## src/hw/rtl/gclp_pkg.sv

```systemverilog
// Package for the G-code line parser: character codes and item types shared by
// the parse core and the top level, and the number helpers of the parse core.
// Depends on nothing.
package gclp_pkg;

    localparam int LINE_BUFFER_DEF = 64;
    localparam int VALUE_TEXT_MAX  = 15;
    localparam int CMD_MAX         = 7;
    localparam int PARAM_COUNT     = 6;
    localparam int CASE_OFFSET     = 32;

    localparam logic [7:0] CH_CR    = 8'd13;
    localparam logic [7:0] CH_LF    = 8'd10;
    localparam logic [7:0] CH_SPACE = 8'd32;
    localparam logic [7:0] CH_TAB   = 8'd9;
    localparam logic [7:0] CH_VT    = 8'd11;
    localparam logic [7:0] CH_FF    = 8'd12;
    localparam logic [7:0] CH_ZERO  = 8'd48;
    localparam logic [7:0] CH_NINE  = 8'd57;
    localparam logic [7:0] CH_LC_A  = 8'd97;
    localparam logic [7:0] CH_LC_Z  = 8'd122;
    localparam logic [7:0] CH_DOT   = 8'd46;
    localparam logic [7:0] CH_MINUS = 8'd45;
    localparam logic [7:0] CH_X     = 8'd88;
    localparam logic [7:0] CH_Y     = 8'd89;
    localparam logic [7:0] CH_Z     = 8'd90;
    localparam logic [7:0] CH_F     = 8'd70;
    localparam logic [7:0] CH_S     = 8'd83;
    localparam logic [7:0] CH_P     = 8'd80;

    localparam logic [2:0] IDX_X = 3'd0;
    localparam logic [2:0] IDX_Y = 3'd1;
    localparam logic [2:0] IDX_Z = 3'd2;
    localparam logic [2:0] IDX_F = 3'd3;
    localparam logic [2:0] IDX_S = 3'd4;
    localparam logic [2:0] IDX_P = 3'd5;

    localparam logic [31:0] POS_LIMIT = 32'h7FFF_FFFF;
    localparam logic [31:0] NEG_LIMIT = 32'h8000_0000;

    typedef enum logic [3:0] {
        PH_CMD   = 4'b0001,
        PH_SKIP  = 4'b0010,
        PH_VALUE = 4'b0100,
        PH_ERR   = 4'b1000
    } phase_t;

    typedef enum logic [4:0] {
        NS_START = 5'b00001,
        NS_SIGN  = 5'b00010,
        NS_INT   = 5'b00100,
        NS_FRAC  = 5'b01000,
        NS_DONE  = 5'b10000
    } nstage_t;

    typedef struct packed {
        logic [7:0] rx_byte;
    } in_item_t;

    typedef struct packed {
        logic [55:0]        command_word;
        logic [2:0]         command_length;
        logic               line_valid;
        logic               syntax_error;
        logic [5:0]         present_mask;
        logic signed [31:0] x_value;
        logic signed [31:0] y_value;
        logic signed [31:0] z_value;
        logic signed [31:0] feed_value;
        logic signed [31:0] speed_value;
        logic signed [31:0] pause_value;
    } result_t;

    typedef struct packed {
        logic       go;
        logic [7:0] ch;
    } step_t;

    typedef struct packed {
        logic       hit;
        logic [2:0] idx;
    } slot_t;

    function automatic logic is_space(input logic [7:0] c);
        return (c == CH_SPACE) || (c == CH_TAB) || (c == CH_VT) || (c == CH_FF);
    endfunction

    function automatic logic is_digit(input logic [7:0] c);
        return (c >= CH_ZERO) && (c <= CH_NINE);
    endfunction

    function automatic logic [7:0] to_upper(input logic [7:0] c);
        logic [7:0] r;
        r = c;
        if ((c >= CH_LC_A) && (c <= CH_LC_Z))
        begin
            r = c - 8'(CASE_OFFSET);
        end
        return r;
    endfunction

    // Saturating multiply-by-ten accumulate.
    function automatic logic [31:0] mul10_add(input logic [31:0] mag, input logic [3:0] d);
        logic [35:0] m;
        m = {1'b0, mag, 3'b000} + {3'b000, mag, 1'b0} + {32'd0, d};
        return (m[35:32] != 4'd0) ? 32'hFFFF_FFFF : m[31:0];
    endfunction

    // Scale to thousandths, clamp and apply the sign.
    function automatic logic [31:0] scale_clamp(input logic [31:0] mag,
                                                input logic [1:0] frac,
                                                input logic neg);
        logic [9:0]  factor;
        logic [41:0] prod;
        logic [31:0] r;
        case (frac)
            2'd0:    factor = 10'd1000;
            2'd1:    factor = 10'd100;
            2'd2:    factor = 10'd10;
            default: factor = 10'd1;
        endcase
        prod = 42'(mag) * 42'(factor);
        if (neg)
        begin
            r = (prod > 42'(NEG_LIMIT)) ? NEG_LIMIT : 32'(32'd0 - prod[31:0]);
        end
        else
        begin
            r = (prod > 42'(POS_LIMIT)) ? POS_LIMIT : prod[31:0];
        end
        return r;
    endfunction

    function automatic slot_t letter_slot(input logic [7:0] c);
        slot_t s;
        s.hit = 1'b1;
        case (c)
            CH_X:    s.idx = IDX_X;
            CH_Y:    s.idx = IDX_Y;
            CH_Z:    s.idx = IDX_Z;
            CH_F:    s.idx = IDX_F;
            CH_S:    s.idx = IDX_S;
            CH_P:    s.idx = IDX_P;
            default:
            begin
                s.hit = 1'b0;
                s.idx = IDX_X;
            end
        endcase
        return s;
    endfunction

endpackage

```

## src/hw/rtl/gclp_stream_if.sv

```systemverilog
// Valid/ready stream interface carrying one payload per transaction.
// Depends on nothing; the payload type is set per instance.
interface gclp_stream_if #(parameter type payload_t = logic [7:0]);
    logic     valid;
    logic     ready;
    payload_t data;

    modport source (output valid, output data, input ready);
    modport sink (input valid, input data, output ready);
endinterface

```

## src/hw/rtl/gclp_out_stage.sv

```systemverilog
// Result register of the G-code parser: holds one line result until taken.
// Depends on gclp_pkg and gclp_stream_if.
module gclp_out_stage
    import gclp_pkg::*;
(
    input  logic          clk,
    input  logic          rst_n,
    input  logic          load,
    input  result_t       result,
    output logic          free,
    gclp_stream_if.source out_ch
);

    logic    valid_reg, valid_next;
    result_t data_reg;

    assign free         = !valid_reg || out_ch.ready;
    assign valid_next   = load ? 1'b1 : (out_ch.ready ? 1'b0 : valid_reg);
    assign out_ch.valid = valid_reg;
    assign out_ch.data  = data_reg;

    always_ff @(posedge clk or negedge rst_n)
    begin
        if (!rst_n)
        begin
            valid_reg <= 1'b0;
        end
        else
        begin
            valid_reg <= valid_next;
        end
    end

    always_ff @(posedge clk)
    begin
        if (load)
        begin
            data_reg <= result;
        end
    end

endmodule
```

## src/flat_wrapper.sv

```systemverilog
// flat-port wrapper written by rule: the top's interface ports become plain ports
module gclp_out_stage_flat import gclp_pkg::*;
  (clk, rst_n, load, result, free, out_ch_valid, out_ch_data, out_ch_ready);
  gclp_stream_if out_ch_i ();
  input  logic clk;
  input  logic rst_n;
  input  logic load;
  input  result_t result;
  output logic free;
  output wire logic [$bits(out_ch_i.valid)-1:0] out_ch_valid;
  output wire logic [$bits(out_ch_i.data)-1:0] out_ch_data;
  input wire logic [$bits(out_ch_i.ready)-1:0] out_ch_ready;
  assign out_ch_valid = out_ch_i.valid;
  assign out_ch_data = out_ch_i.data;
  assign out_ch_i.ready = out_ch_ready;
  gclp_out_stage u_core (.clk(clk), .rst_n(rst_n), .load(load), .result(result), .free(free), .out_ch(out_ch_i));
endmodule
```

## config.mk

```make
export PLATFORM = sky130hd
export DESIGN_NAME = gclp_out_stage_flat
export DESIGN_NICKNAME = d
export VERILOG_FILES = /design/src/hw/rtl/gclp_pkg.sv /design/src/hw/rtl/gclp_stream_if.sv /design/src/hw/rtl/gclp_out_stage.sv /design/src/flat_wrapper.sv
export SDC_FILE = /design/constraint.sdc
export NUM_CORES = 1
export LEC_CHECK = 0
export ABC_AREA = 0
export BUFFER_PORTS_ARGS = -buffer_cell sky130_fd_sc_hd__buf_2
export CAP_MARGIN = 40
export CORE_AREA = 2 2 106 108
export DETAILED_ROUTE_END_ITERATION = 8
export DIE_AREA = 0 0 108 110
export PLACE_DENSITY_LB_ADDON = 0.1
export SETUP_SLACK_MARGIN = 0.02
export SLEW_MARGIN = 20
export SYNTH_ARGS = -nofsm -noshare
export SYNTH_HDL_FRONTEND = slang
export SYNTH_SLANG_ARGS = --single-unit
```

## constraint.sdc

```tcl
create_clock -name clk -period 0.8 [get_ports clk]
set_input_delay 0.12 -clock clk [delete_from_list [all_inputs] [get_ports clk]]
set_output_delay 0.12 -clock clk [all_outputs]
set_load 0.03 [all_outputs]
```

==> key figures <==
Outcome
  • Run status: finished, violations left
  • Violations in the final reports: negative setup slack

Cells and area
  • Final-stage net count: 304
  • Number of fillers in the final layout: 1,261
  • Number of non-filler instances in the completed layout: 180
  • Flip-flop count of the largest register, all copies and words added: 8
  • Layout Area Growth over Synthesis: 147%
  • Fraction of layout instances using a drive strength above 1: 75.0%
  • Core utilization of the finished layout: 6.65%
  • Antenna fix cells: 0

Logic synthesis
  • Most numerous cell in the Yosys netlist: edfxtp_1
  • Count of flip-flops with a built-in enable after synthesis: 8
  • Most instantiated cells after synthesis: 8 x edfxtp_1, 1 x dfrtp_1, 1 x nand2b_2, 1 x nand2b_4
  • Synthesis-stage register bit count: 9
  • Area contributors post-synth: edfxtp_1 83%, dfrtp_1 8.7%, nand2b_4 4.8%
  • Main synth FF type: edfxtp_1
  • Gate Count Post-Synth: 11
  • Number of different library cells in the post-synthesis netlist: 4
  • Share of synthesized registers carrying an async set or reset: 11.1%
  • Top-area cell type share of the netlist area: 83.5%
  • Avg Synthesized Cell Area: 26.2 sq um
  • Post-synthesis sequential area ratio: 92.2%
  • Leading area contributor after synthesis: edfxtp_1
  • Synthesized area: 288 sq um
  • Net Count, Synth: 274
  • Synth warn: 0

Worst setup path
  • Critical register-to-register path startpoint: u_core.out_ch.valid
  • Critical path arrival: 0.89 ns
  • Element type at the critical path end: output port
  • R2R depth: 5
  • Maximum fanout count along the critical path: 1
  • Cell-by-cell trace of the critical path: buf_6
  • Worst r2r dst: u_core.out_ch.valid
  • Cell class contributing the biggest share of worst-path delay: flip-flops
  • Data required, critical path: 0.68 ns
  • Sum of buffers and inverters on the critical path: 1
  • Kind of critical path: flop to output port
  • R2R Setup Slk: -0.13 ns
  • Highest-delay cell along the critical path: edfxtp_1
  • Setup crit start kind: flop
  • Longest individual stage delay on the worst path: 0.47 ns

Min path
  • WHS Path Cells: 1
  • Source of the worst hold timing path: result[5]
  • Class of the most critical hold timing path: primary input to flop
  • Worst Hold Path EP: u_core.out_ch.data[5]

Clocking
  • Clock transition at the registers of the reported paths: 0.04 ns
  • CTS tree: yes
  • Number of buffers between clock root and the deepest sink: 2
  • Insertion delay of the later-clocked pin in the worst-skew pair: 0.22 ns
  • Sinks on the clock net: 9
  • Number of buffers created by CTS: 3
  • Number of H-tree branching levels: 1
  • Cell at the root of the clock tree: clkbuf_8

STA
  • Setup TNS after final layout: -1.49 ns
  • Final Hold Slack: 0.0718 ns
  • Highest attainable clock frequency: 993 MHz
  • Final worst-path cycle share: 126%
  • Actual slew at the worst max-slew pin: 0.213 ns
  • Setup violators final: 11
  • Slew margin rel.: 85.8%
  • RSZ-0062 raised after global routing: yes
  • Final Worst Setup Slack: -0.207 ns
  • Count of endpoints failing hold in the final timing report: 0
  • Final critical-path required period: 1.01 ns
  • Max Slew Vio Count: 0
  • Clk_skew: 0 ns

Pwr
  • Power Density: 1890 nW/um^2
  • Maximum vdd drop: 0.394 mV
  • Lkg Pwr: 0.249 nW
  • Internal power: 0.00101 W
  • Portion of total power attributed to sequential cells: 43.9%
  • Combinational group share of total power: 18.5%
  • NetSw: 0.000328 W
  • Sw frac: 24.4%
  • Part of the total power dissipated in the clock network: 37.5%

Route
  • Vias per std cell: 1.21
  • Number of vias in the routed layout: 218
  • Average wire length per cell after detail routing: 7.38 microns
  • Pre-antenna DRT Iters: 2
  • Final routed DRC violation total: 0
  • Number of DRC markers in iteration 0: 4
  • Post-DRT Antenna Nets: 0
  • WL final: 1.33 mm

Run
  • Number of max-capacitance violations reported: 0

Place
  • Placed cell count: 173
  • Total of buffers placed on input and output ports: 21
  • Place WS: -0.00700 ns
  • RePlAce Congestion: 0.568

Floorplan
  • Number of ports placed on the die boundary: 273
  • Floorplan row count: 38
  • Horiz. Die Dim: 108 microns
  • Die footprint: 11,900 sq um
  • Core Area: 10,700 sq um
  • Y dimension of the die: 110 microns
  • Effective utilization at floorplan: 2.69%

GRT
  • Antenna violations before repair: 0
  • Largest net degree at the start of global routing: 10
  • Via count of the first global-routing pass: 252
  • GRT Resource Usage Total: 2.28%
  • GRT busiest layer: met1
  • First-pass GRT wire length: 1.80 mm
  • M3 GR Usage: 2.06%
  • Remaining Overflow, GRT: 0
  • Global-route met2 utilization: 1.21%
  • GRT met1 Usage: 4.12%
## cells in the final DEF (no fill, tap or decap), drive strengths merged
cell         instances
buf                 24
edfxtp               8
clkbuf               4
nand2b               2
dlygate4sd3          1
dfrtp                1
## through the flow
stage                     power, W  cell area [sq um]
after floorplan           0.000671                294
after global routing       0.00142                712
after CTS                  0.00136                704
after detailed placement  0.000781                582
after global placement    0.000782                582
final                      0.00134                712
## worst max path at each step
stage,start,endpoint,slack (ns),cells after the start
final,u_core.out_ch.data[3],out_ch_data[3],-0.21,1
after floorplan,u_core.out_ch.valid,u_core.out_ch.valid,0.002,2
after detailed placement,u_core.out_ch.valid,free,-0.007,2
after global placement,u_core.out_ch.valid,free,-0.006,2
after global routing,u_core.out_ch.valid,free,-0.21,2
after CTS,u_core.out_ch.data[3],out_ch_data[3],-0.19,1
## routing by layer
| layer | vias up | wire, microns |
|---|---|---|
| li1 | 100 | - |
| met1 | 96 | 857 |
| met2 | 22 | 223 |
| met3 | 0 | 248 |
| met4 | 0 | 0 |
| met5 | - | 0 |
## final cells by class
| class | count | area (sq um) | area share [%] |
|---|---|---|---|
| Sequential cell | 9 | 267 | 37.4 |
| Timing Repair Buffer | 25 | 198 | 27.8 |
| Tap cell | 140 | 175 | 24.6 |
| Clock buffer | 4 | 45.0 | 6.33 |
| Multi-Input combinational cell | 2 | 27.5 | 3.87 |
## cells by family after synthesis
| family | count (synthesis) | share of synthesized area (%) |
|---|---|---|
| flops | 9 | 92.2 |
| simple gates | 2 | 7.83 |
## worst reg2reg max path, delay by kind of cell, from the launching register on
family / cells / cell delay [ns]
flops: 1 / 0.42
buf+inv: 3 / 0.28
simple gates: 2 / 0.12
## timing repair
| item | CTS | global route |
|---|---|---|
| endpoints found under the hold margin | 1 | 0 |
| gates resized for setup | 19 | 0 |
| hold buffers | 1 | 0 |
| setup endpoints to repair | 10 | 11 |
| buffers inserted | 1 | 1 |
## power by group through the flow
stage,clock (W),sequential [W],combinational [W]
after global routing,0.000568,0.000590,0.000261
after detailed placement,0,0.000588,0.000193
after floorplan,0,0.000650,0.0000207
after CTS,0.000524,0.000588,0.000246
final,0.000504,0.000590,0.000248
after global placement,0,0.000587,0.000195
Power figures use the tool's default switching activity.
