## config.mk

```make
export PLATFORM = sky130hd
export DESIGN_NAME = gclp_parse_core
export DESIGN_NICKNAME = d
export VERILOG_FILES = /design/src/hw/rtl/gclp_pkg.sv /design/src/hw/rtl/gclp_parse_core.sv
export SDC_FILE = /design/constraint.sdc
export NUM_CORES = 2
export LEC_CHECK = 0
export BUFFER_PORTS_ARGS = -buffer_cell sky130_fd_sc_hd__buf_2
export CORE_MARGIN = 2
export CORE_UTILIZATION = 40
export CTS_BUF_LIST = sky130_fd_sc_hd__clkbuf_2
export CTS_CLUSTER_DIAMETER = 30
export DETAILED_ROUTE_END_ITERATION = 12
export PLACE_DENSITY = 0.54
export SETUP_SLACK_MARGIN = 0.2
export SYNTH_ARGS = -nofsm -noshare
export SYNTH_HDL_FRONTEND = slang
export SYNTH_SLANG_ARGS = --single-unit
```

## constraint.sdc

```tcl
create_clock -name clk -period 10.7 [get_ports clk]
set_input_delay 0.535 -clock clk [delete_from_list [all_inputs] [get_ports clk]]
set_output_delay 0.535 -clock clk [all_outputs]
set_load 0.01 [all_outputs]
```

## src/hw/rtl/gclp_pkg.sv

```systemverilog
// Package for the G-code line parser: character codes and item types shared by
// the parse core and the top level, and the number helpers of the parse core.
// Depends on nothing.
package gclp_pkg;

    localparam int LINE_BUFFER_DEF = 64;
    localparam int VALUE_TEXT_MAX  = 15;
    localparam int CMD_MAX         = 7;
    localparam int PARAM_COUNT     = 6;
    localparam int CASE_OFFSET     = 32;

    localparam logic [7:0] CH_CR    = 8'd13;
    localparam logic [7:0] CH_LF    = 8'd10;
    localparam logic [7:0] CH_SPACE = 8'd32;
    localparam logic [7:0] CH_TAB   = 8'd9;
    localparam logic [7:0] CH_VT    = 8'd11;
    localparam logic [7:0] CH_FF    = 8'd12;
    localparam logic [7:0] CH_ZERO  = 8'd48;
    localparam logic [7:0] CH_NINE  = 8'd57;
    localparam logic [7:0] CH_LC_A  = 8'd97;
    localparam logic [7:0] CH_LC_Z  = 8'd122;
    localparam logic [7:0] CH_DOT   = 8'd46;
    localparam logic [7:0] CH_MINUS = 8'd45;
    localparam logic [7:0] CH_X     = 8'd88;
    localparam logic [7:0] CH_Y     = 8'd89;
    localparam logic [7:0] CH_Z     = 8'd90;
    localparam logic [7:0] CH_F     = 8'd70;
    localparam logic [7:0] CH_S     = 8'd83;
    localparam logic [7:0] CH_P     = 8'd80;

    localparam logic [2:0] IDX_X = 3'd0;
    localparam logic [2:0] IDX_Y = 3'd1;
    localparam logic [2:0] IDX_Z = 3'd2;
    localparam logic [2:0] IDX_F = 3'd3;
    localparam logic [2:0] IDX_S = 3'd4;
    localparam logic [2:0] IDX_P = 3'd5;

    localparam logic [31:0] POS_LIMIT = 32'h7FFF_FFFF;
    localparam logic [31:0] NEG_LIMIT = 32'h8000_0000;

    typedef enum logic [3:0] {
        PH_CMD   = 4'b0001,
        PH_SKIP  = 4'b0010,
        PH_VALUE = 4'b0100,
        PH_ERR   = 4'b1000
    } phase_t;

    typedef enum logic [4:0] {
        NS_START = 5'b00001,
        NS_SIGN  = 5'b00010,
        NS_INT   = 5'b00100,
        NS_FRAC  = 5'b01000,
        NS_DONE  = 5'b10000
    } nstage_t;

    typedef struct packed {
        logic [7:0] rx_byte;
    } in_item_t;

    typedef struct packed {
        logic [55:0]        command_word;
        logic [2:0]         command_length;
        logic               line_valid;
        logic               syntax_error;
        logic [5:0]         present_mask;
        logic signed [31:0] x_value;
        logic signed [31:0] y_value;
        logic signed [31:0] z_value;
        logic signed [31:0] feed_value;
        logic signed [31:0] speed_value;
        logic signed [31:0] pause_value;
    } result_t;

    typedef struct packed {
        logic       go;
        logic [7:0] ch;
    } step_t;

    typedef struct packed {
        logic       hit;
        logic [2:0] idx;
    } slot_t;

    function automatic logic is_space(input logic [7:0] c);
        return (c == CH_SPACE) || (c == CH_TAB) || (c == CH_VT) || (c == CH_FF);
    endfunction

    function automatic logic is_digit(input logic [7:0] c);
        return (c >= CH_ZERO) && (c <= CH_NINE);
    endfunction

    function automatic logic [7:0] to_upper(input logic [7:0] c);
        logic [7:0] r;
        r = c;
        if ((c >= CH_LC_A) && (c <= CH_LC_Z))
        begin
            r = c - 8'(CASE_OFFSET);
        end
        return r;
    endfunction

    // Saturating multiply-by-ten accumulate.
    function automatic logic [31:0] mul10_add(input logic [31:0] mag, input logic [3:0] d);
        logic [35:0] m;
        m = {1'b0, mag, 3'b000} + {3'b000, mag, 1'b0} + {32'd0, d};
        return (m[35:32] != 4'd0) ? 32'hFFFF_FFFF : m[31:0];
    endfunction

    // Scale to thousandths, clamp and apply the sign.
    function automatic logic [31:0] scale_clamp(input logic [31:0] mag,
                                                input logic [1:0] frac,
                                                input logic neg);
        logic [9:0]  factor;
        logic [41:0] prod;
        logic [31:0] r;
        case (frac)
            2'd0:    factor = 10'd1000;
            2'd1:    factor = 10'd100;
            2'd2:    factor = 10'd10;
            default: factor = 10'd1;
        endcase
        prod = 42'(mag) * 42'(factor);
        if (neg)
        begin
            r = (prod > 42'(NEG_LIMIT)) ? NEG_LIMIT : 32'(32'd0 - prod[31:0]);
        end
        else
        begin
            r = (prod > 42'(POS_LIMIT)) ? POS_LIMIT : prod[31:0];
        end
        return r;
    endfunction

    function automatic slot_t letter_slot(input logic [7:0] c);
        slot_t s;
        s.hit = 1'b1;
        case (c)
            CH_X:    s.idx = IDX_X;
            CH_Y:    s.idx = IDX_Y;
            CH_Z:    s.idx = IDX_Z;
            CH_F:    s.idx = IDX_F;
            CH_S:    s.idx = IDX_S;
            CH_P:    s.idx = IDX_P;
            default:
            begin
                s.hit = 1'b0;
                s.idx = IDX_X;
            end
        endcase
        return s;
    endfunction

endpackage

```

## src/hw/rtl/gclp_parse_core.sv

```systemverilog
// Line state registers and per-character parse logic of the G-code parser.
// Depends on gclp_pkg.
module gclp_parse_core
    import gclp_pkg::*;
#(
    parameter int LINE_BUFFER = LINE_BUFFER_DEF
)
(
    input  logic    clk,
    input  logic    rst_n,
    input  step_t   step,
    output result_t result
);

    localparam int LC_W = $clog2(LINE_BUFFER);
    localparam logic [LC_W-1:0] LC_MAX = LC_W'(LINE_BUFFER - 1);

    logic [LC_W-1:0] line_count_reg, line_count_next;
    phase_t          phase_reg, phase_next;
    logic [55:0]     cmd_chars_reg, cmd_chars_next;
    logic [2:0]      cmd_count_reg, cmd_count_next;
    logic [7:0]      letter_reg, letter_next;
    nstage_t         nstage_reg, nstage_next;
    logic            neg_reg, neg_next;
    logic [1:0]      frac_reg, frac_next;
    logic [3:0]      vtc_reg, vtc_next;
    logic [31:0]     mag_reg, mag_next;
    logic            err_reg, err_next;
    logic [5:0]      seen_reg, seen_next;
    logic [31:0]     param_reg [PARAM_COUNT];
    logic [31:0]     param_next [PARAM_COUNT];

    logic [7:0]  uc;
    logic        sp;
    logic        num_ch;
    logic        start_p;
    logic        commit_en;
    logic [31:0] commit_val;
    logic [31:0] digit_mag;
    slot_t       slot;
    logic [31:0] lf_param [PARAM_COUNT];
    logic [5:0]  lf_seen;

    assign uc         = to_upper(step.ch);
    assign sp         = is_space(uc);
    assign num_ch     = is_digit(uc) || (uc == CH_DOT) || (uc == CH_MINUS);
    assign commit_val = scale_clamp(mag_reg, frac_reg, neg_reg);
    assign digit_mag  = mul10_add(mag_reg, uc[3:0]);
    assign slot       = letter_slot(letter_reg);

    always_comb
    begin
        line_count_next = line_count_reg;
        phase_next      = phase_reg;
        cmd_chars_next  = cmd_chars_reg;
        cmd_count_next  = cmd_count_reg;
        letter_next     = letter_reg;
        nstage_next     = nstage_reg;
        neg_next        = neg_reg;
        frac_next       = frac_reg;
        vtc_next        = vtc_reg;
        mag_next        = mag_reg;
        err_next        = err_reg;
        seen_next       = seen_reg;
        param_next      = param_reg;
        start_p         = 1'b0;
        commit_en       = 1'b0;
        if (step.go && (step.ch == CH_LF))
        begin
            line_count_next = '0;
            phase_next      = PH_CMD;
            cmd_chars_next  = '0;
            cmd_count_next  = '0;
            letter_next     = '0;
            nstage_next     = NS_START;
            neg_next        = 1'b0;
            frac_next       = '0;
            vtc_next        = '0;
            mag_next        = '0;
            err_next        = 1'b0;
            seen_next       = '0;
            for (int k = 0; k < PARAM_COUNT; k++)
            begin
                param_next[k] = '0;
            end
        end
        else if (step.go && (step.ch != CH_CR) && (line_count_reg < LC_MAX))
        begin
            line_count_next = line_count_reg + 1'b1;
            case (phase_reg)
                PH_CMD:
                begin
                    if (sp)
                    begin
                        phase_next = PH_SKIP;
                    end
                    else if (cmd_count_reg < 3'(CMD_MAX))
                    begin
                        cmd_chars_next[8*cmd_count_reg +: 8] = uc;
                        cmd_count_next = cmd_count_reg + 1'b1;
                    end
                    else
                    begin
                        start_p = 1'b1;
                    end
                end
                PH_SKIP:
                begin
                    start_p = !sp;
                end
                PH_VALUE:
                begin
                    if (num_ch)
                    begin
                        if (vtc_reg < 4'(VALUE_TEXT_MAX))
                        begin
                            vtc_next = vtc_reg + 1'b1;
                            case (nstage_reg)
                                NS_START, NS_SIGN, NS_INT:
                                begin
                                    if (uc == CH_MINUS)
                                    begin
                                        if (nstage_reg == NS_START)
                                        begin
                                            neg_next    = 1'b1;
                                            nstage_next = NS_SIGN;
                                        end
                                        else
                                        begin
                                            nstage_next = NS_DONE;
                                        end
                                    end
                                    else if (uc == CH_DOT)
                                    begin
                                        nstage_next = NS_FRAC;
                                    end
                                    else
                                    begin
                                        mag_next    = digit_mag;
                                        nstage_next = NS_INT;
                                    end
                                end
                                NS_FRAC:
                                begin
                                    if ((uc == CH_MINUS) || (uc == CH_DOT))
                                    begin
                                        nstage_next = NS_DONE;
                                    end
                                    else if (frac_reg != 2'd3)
                                    begin
                                        mag_next  = digit_mag;
                                        frac_next = frac_reg + 1'b1;
                                    end
                                end
                                default:
                                begin
                                end
                            endcase
                        end
                    end
                    else if (sp)
                    begin
                        commit_en  = 1'b1;
                        phase_next = PH_SKIP;
                    end
                    else
                    begin
                        err_next   = 1'b1;
                        phase_next = PH_ERR;
                    end
                end
                default:
                begin
                end
            endcase
            if (start_p)
            begin
                letter_next = uc;
                nstage_next = NS_START;
                neg_next    = 1'b0;
                frac_next   = '0;
                vtc_next    = '0;
                mag_next    = '0;
                phase_next  = PH_VALUE;
            end
            if (commit_en && slot.hit)
            begin
                param_next[slot.idx] = commit_val;
                seen_next[slot.idx]  = 1'b1;
            end
        end
    end

    // Fold in the parameter still open when the line ends.
    always_comb
    begin
        lf_param = param_reg;
        lf_seen  = seen_reg;
        if ((phase_reg == PH_VALUE) && slot.hit)
        begin
            lf_param[slot.idx] = commit_val;
            lf_seen[slot.idx]  = 1'b1;
        end
        result.command_word   = cmd_chars_reg;
        result.command_length = cmd_count_reg;
        result.line_valid     = (line_count_reg != '0) && !err_reg;
        result.syntax_error   = err_reg;
        result.present_mask   = lf_seen;
        result.x_value        = lf_param[IDX_X];
        result.y_value        = lf_param[IDX_Y];
        result.z_value        = lf_param[IDX_Z];
        result.feed_value     = lf_param[IDX_F];
        result.speed_value    = lf_param[IDX_S];
        result.pause_value    = lf_param[IDX_P];
    end

    always_ff @(posedge clk or negedge rst_n)
    begin
        if (!rst_n)
        begin
            line_count_reg <= '0;
            phase_reg      <= PH_CMD;
            cmd_chars_reg  <= '0;
            cmd_count_reg  <= '0;
            letter_reg     <= '0;
            nstage_reg     <= NS_START;
            neg_reg        <= 1'b0;
            frac_reg       <= '0;
            vtc_reg        <= '0;
            mag_reg        <= '0;
            err_reg        <= 1'b0;
            seen_reg       <= '0;
            for (int k = 0; k < PARAM_COUNT; k++)
            begin
                param_reg[k] <= '0;
            end
        end
        else
        begin
            line_count_reg <= line_count_next;
            phase_reg      <= phase_next;
            cmd_chars_reg  <= cmd_chars_next;
            cmd_count_reg  <= cmd_count_next;
            letter_reg     <= letter_next;
            nstage_reg     <= nstage_next;
            neg_reg        <= neg_next;
            frac_reg       <= frac_next;
            vtc_reg        <= vtc_next;
            mag_reg        <= mag_next;
            err_reg        <= err_next;
            seen_reg       <= seen_next;
            param_reg      <= param_next;
        end
    end

endmodule

```

==> impl_results.md <==
* FP Rows at 97
* Fin crit period at 9940 ps
* Starting Density at 0.404
* Ys flop type: dfrtp_1
* Simple-Gate Fraction of Synth Area at 0.189
* Clock latency on the worst-skew pair at 1080 ps
* Max-slew violations at 0
* Status: finished, final reports clean
* Area of the multi-input gates at 0.0186 mm2
* Post-synth EDFFs at 0
* NumNets Final at 3,974
* Compound-Gate Fraction of Synth Area at 0.183
* H-tree levels at 3
* Core ar. at 0.0700 mm2
* Post-Synth XOR/XNOR Area at 0.0310
* Chip Height at between 200 and 300 um
* Max reg flops at about 190
* Seq/Total Area, Yosys at 0.283
* Worst slew pin tran at 1150 ps
* Worst setup SP type: flop
* Largest net degree at the start of global routing at 193
* Cells after Synth at 3,404
* First-pass GRT wire length at roughly 140 mm
* Clock Path Buffers at 3
* Initial antenna violation count at 3
* Critical path's largest stage delay at 600 ps
* Vias/cell at about 5.4
* CTS buffer count at 92
* DP Wirelength at 63.3 mm
* Min-delay worst type: in2async
* Crit share post-route at 0.929
* First-pass detailed-route iteration total at 6
* Slew margin rel. at 0.232
* Die area at 0.0729 mm2
* Adder-cell share of the synthesized area at 0.217
* Slowest stage cell, crit path: nor4bb_1
* Synth async-reset ratio at 1.00
* ANT nets after route at 0
* RSZ-0062 raised after global routing: false
* Clk sinks at 320
* Root Driver: clkbuf_2
* Clk slew on worst S/H paths at approximately 90 ps
* GR Util All Layers at 0.238
* Grt total ovfl at 0
* Max Cap Viol at 0
* P&R area growth vs syn at 11.5%
* Post-synthesis mux area share at 0.0261
* Routability cong. at 0.912
* CP startpoint: frac_reg[0]
* Main combinational cell family by area after synthesis: adder cells
* Final setup violation count at 0
* CP required at slightly above 10,000 ps
* Fillers at a little over 7,000
* Final hold viol count at 0
* DRT iter0 DRCs at just under 2,000
* Number of global-route vias before repair at 24,600
* # IOs at between 200 and 300
* Synth Cell Area at ~0.028 mm2
* Yosys cell types at slightly below 90
* Flip-flop and latch area at about 0.0080 mm2
* Critical path data arrival time at about 9400 ps
* DRC violations left at 0
* Layout cells sized above 1 at 0.159
* FMAX at between 0.1 and 0.15 GHz
* CTS tree: yes
* Ranking of synthesized cells by area: dfrtp_1, fa_1, ha_1, o21ai_0, nand2_1
* PortBufs at 269
* Routed length per instance at 19.1 um
* Clk_skew at 122 ps
* Vias at 24,900
* Avg Cell Area, Syn at 8.31 um2
* Final WL at between 80 and 90 mm
* FF+latch count, synth at 320
* Leading area contributor after synthesis: dfrtp_1
* Syn_nets at 3,793
* Origin of the critical flop-to-flop path: frac_reg[0]
* Post-synth top area share at 0.281
* CP Max Fanout at 13
* CP Capture Type: output pin
* Die W at 270 um
* Yosys Warn Count at 0
* Setup TNS at 0 ps
* Crit path kind: reg2out
[through the flow]
step	hold slack, ps	cell area (um2)	std cells	worst slack [ps]	util
6_report	106	31500	4597	758	0.450
5_1_grt	60.9	31500	4597	215	0.450
4_1_cts	12.1	31300	4586	231	0.447
3_5_place_dp	469	30300	4407	620	0.432
3_3_place_gp	466	30300	4407	784	0.432
2_1_floorplan	239	28300	3404	2250	-
[cell usage in the layout (no fill, tap or decap), drive strengths merged, types with 49 or more instances in the layout]
cell type	synthesis	routed
o21ai	470	470
nand2	455	455
buf	21	338
dfrtp	318	318
inv	251	253
nand3	237	237
fa	189	189
ha	189	189
a21oi	174	174
nor2	163	163
clkbuf	238	130
and2	93	93
mux2i	58	58
xor2	51	51
xnor2	49	49
[per-layer routing]
layer | GRT usage | wire length, um | vias to the layer above
met5 | 0 | 0 | -
met3 | 0.0333 | 3770 | 143
met1 | 0.327 | 40300 | 12000
li1 | - | - | 12100
met4 | 0.0876 | 3190 | 0
met2 | 0.383 | 40300 | 676
[what timing repair did]
item,4_1_cts,5_1_grt
cloned,0,1
pin swaps,3,5
setup buffers,8,8
hold buffers,7,0
setup endpoints to repair,174,192
hold endpoints to repair,112,0
resized for setup,13,21
[logic make-up (layout without fill, tap and decap cells)]
logic type | count (synthesis) | after routing
other | 0 | 2
DFF | 320 | 320
AOI/OAI and AO/OA | 883 | 883
muxes | 72 | 72
buffers and inverters | 512 | 762
adders and majority gates | 378 | 378
and+or+nand+nor | 1139 | 1140
xor gates and xnor gates | 100 | 100
[worst paths after layout]
| path | slack, ps | endpoint | cells past startpoint |
|---|---|---|---|
| worst max-delay path | 760 | result[161] | 26 |
| worst min-delay path | 110 | param_reg[39] | 2 |
| min in group clk | 160 | phase_reg[0] | 3 |
| max in group asynchronous | 9070 | mag_reg[1] | 3 |
| worst max register to register | 2410 | param_reg[167] | 27 |
| worst min register to register | 490 | seen_reg[0] | 2 |
[area by class of cell]
cell class / instances / area share
timing repair buffer: 345 / 0.0632
clock buffer: 130 / 0.0206
tap: 940 / 0.0373
antenna: 2 / 0.000159
multi-input combinational: 2573 / 0.589
inverter: 253 / 0.0302
sequential: 320 / 0.254
clock inverter: 34 / 0.00563
[critical path, delay by kind of cell (launching register included)]
kind / cells / cell delay [ps]
adder cells (fa/ha/maj): 7 / 2760
AND/OR/NAND/NOR: 7 / 2480
AO/OA/AOI/OAI: 5 / 1510
buffers and inverters: 6 / 970
flip-flops: 1 / 460
XOR/XNOR: 1 / 250
[synth_stat cells (all sizes together) (26+ instances only)]
| cell | count |
|---|---|
| nand4 | 27 |
| xnor2 | 49 |
| o31ai | 27 |
| nor2 | 163 |
| nor3 | 40 |
| and2 | 93 |
| clkbuf | 238 |
| o21ai | 470 |
| a31oi | 28 |
| fa | 189 |
| ha | 189 |
| xor2 | 51 |
| mux2i | 58 |
| dfrtp | 318 |
| inv | 251 |
| a21o | 26 |
| nand2 | 455 |
| nand3 | 237 |
| a21oi | 174 |
Power is left out: the tool's default activity adds up to more than one toggle a clock period on the data nets, which glitch-free logic cannot reach.
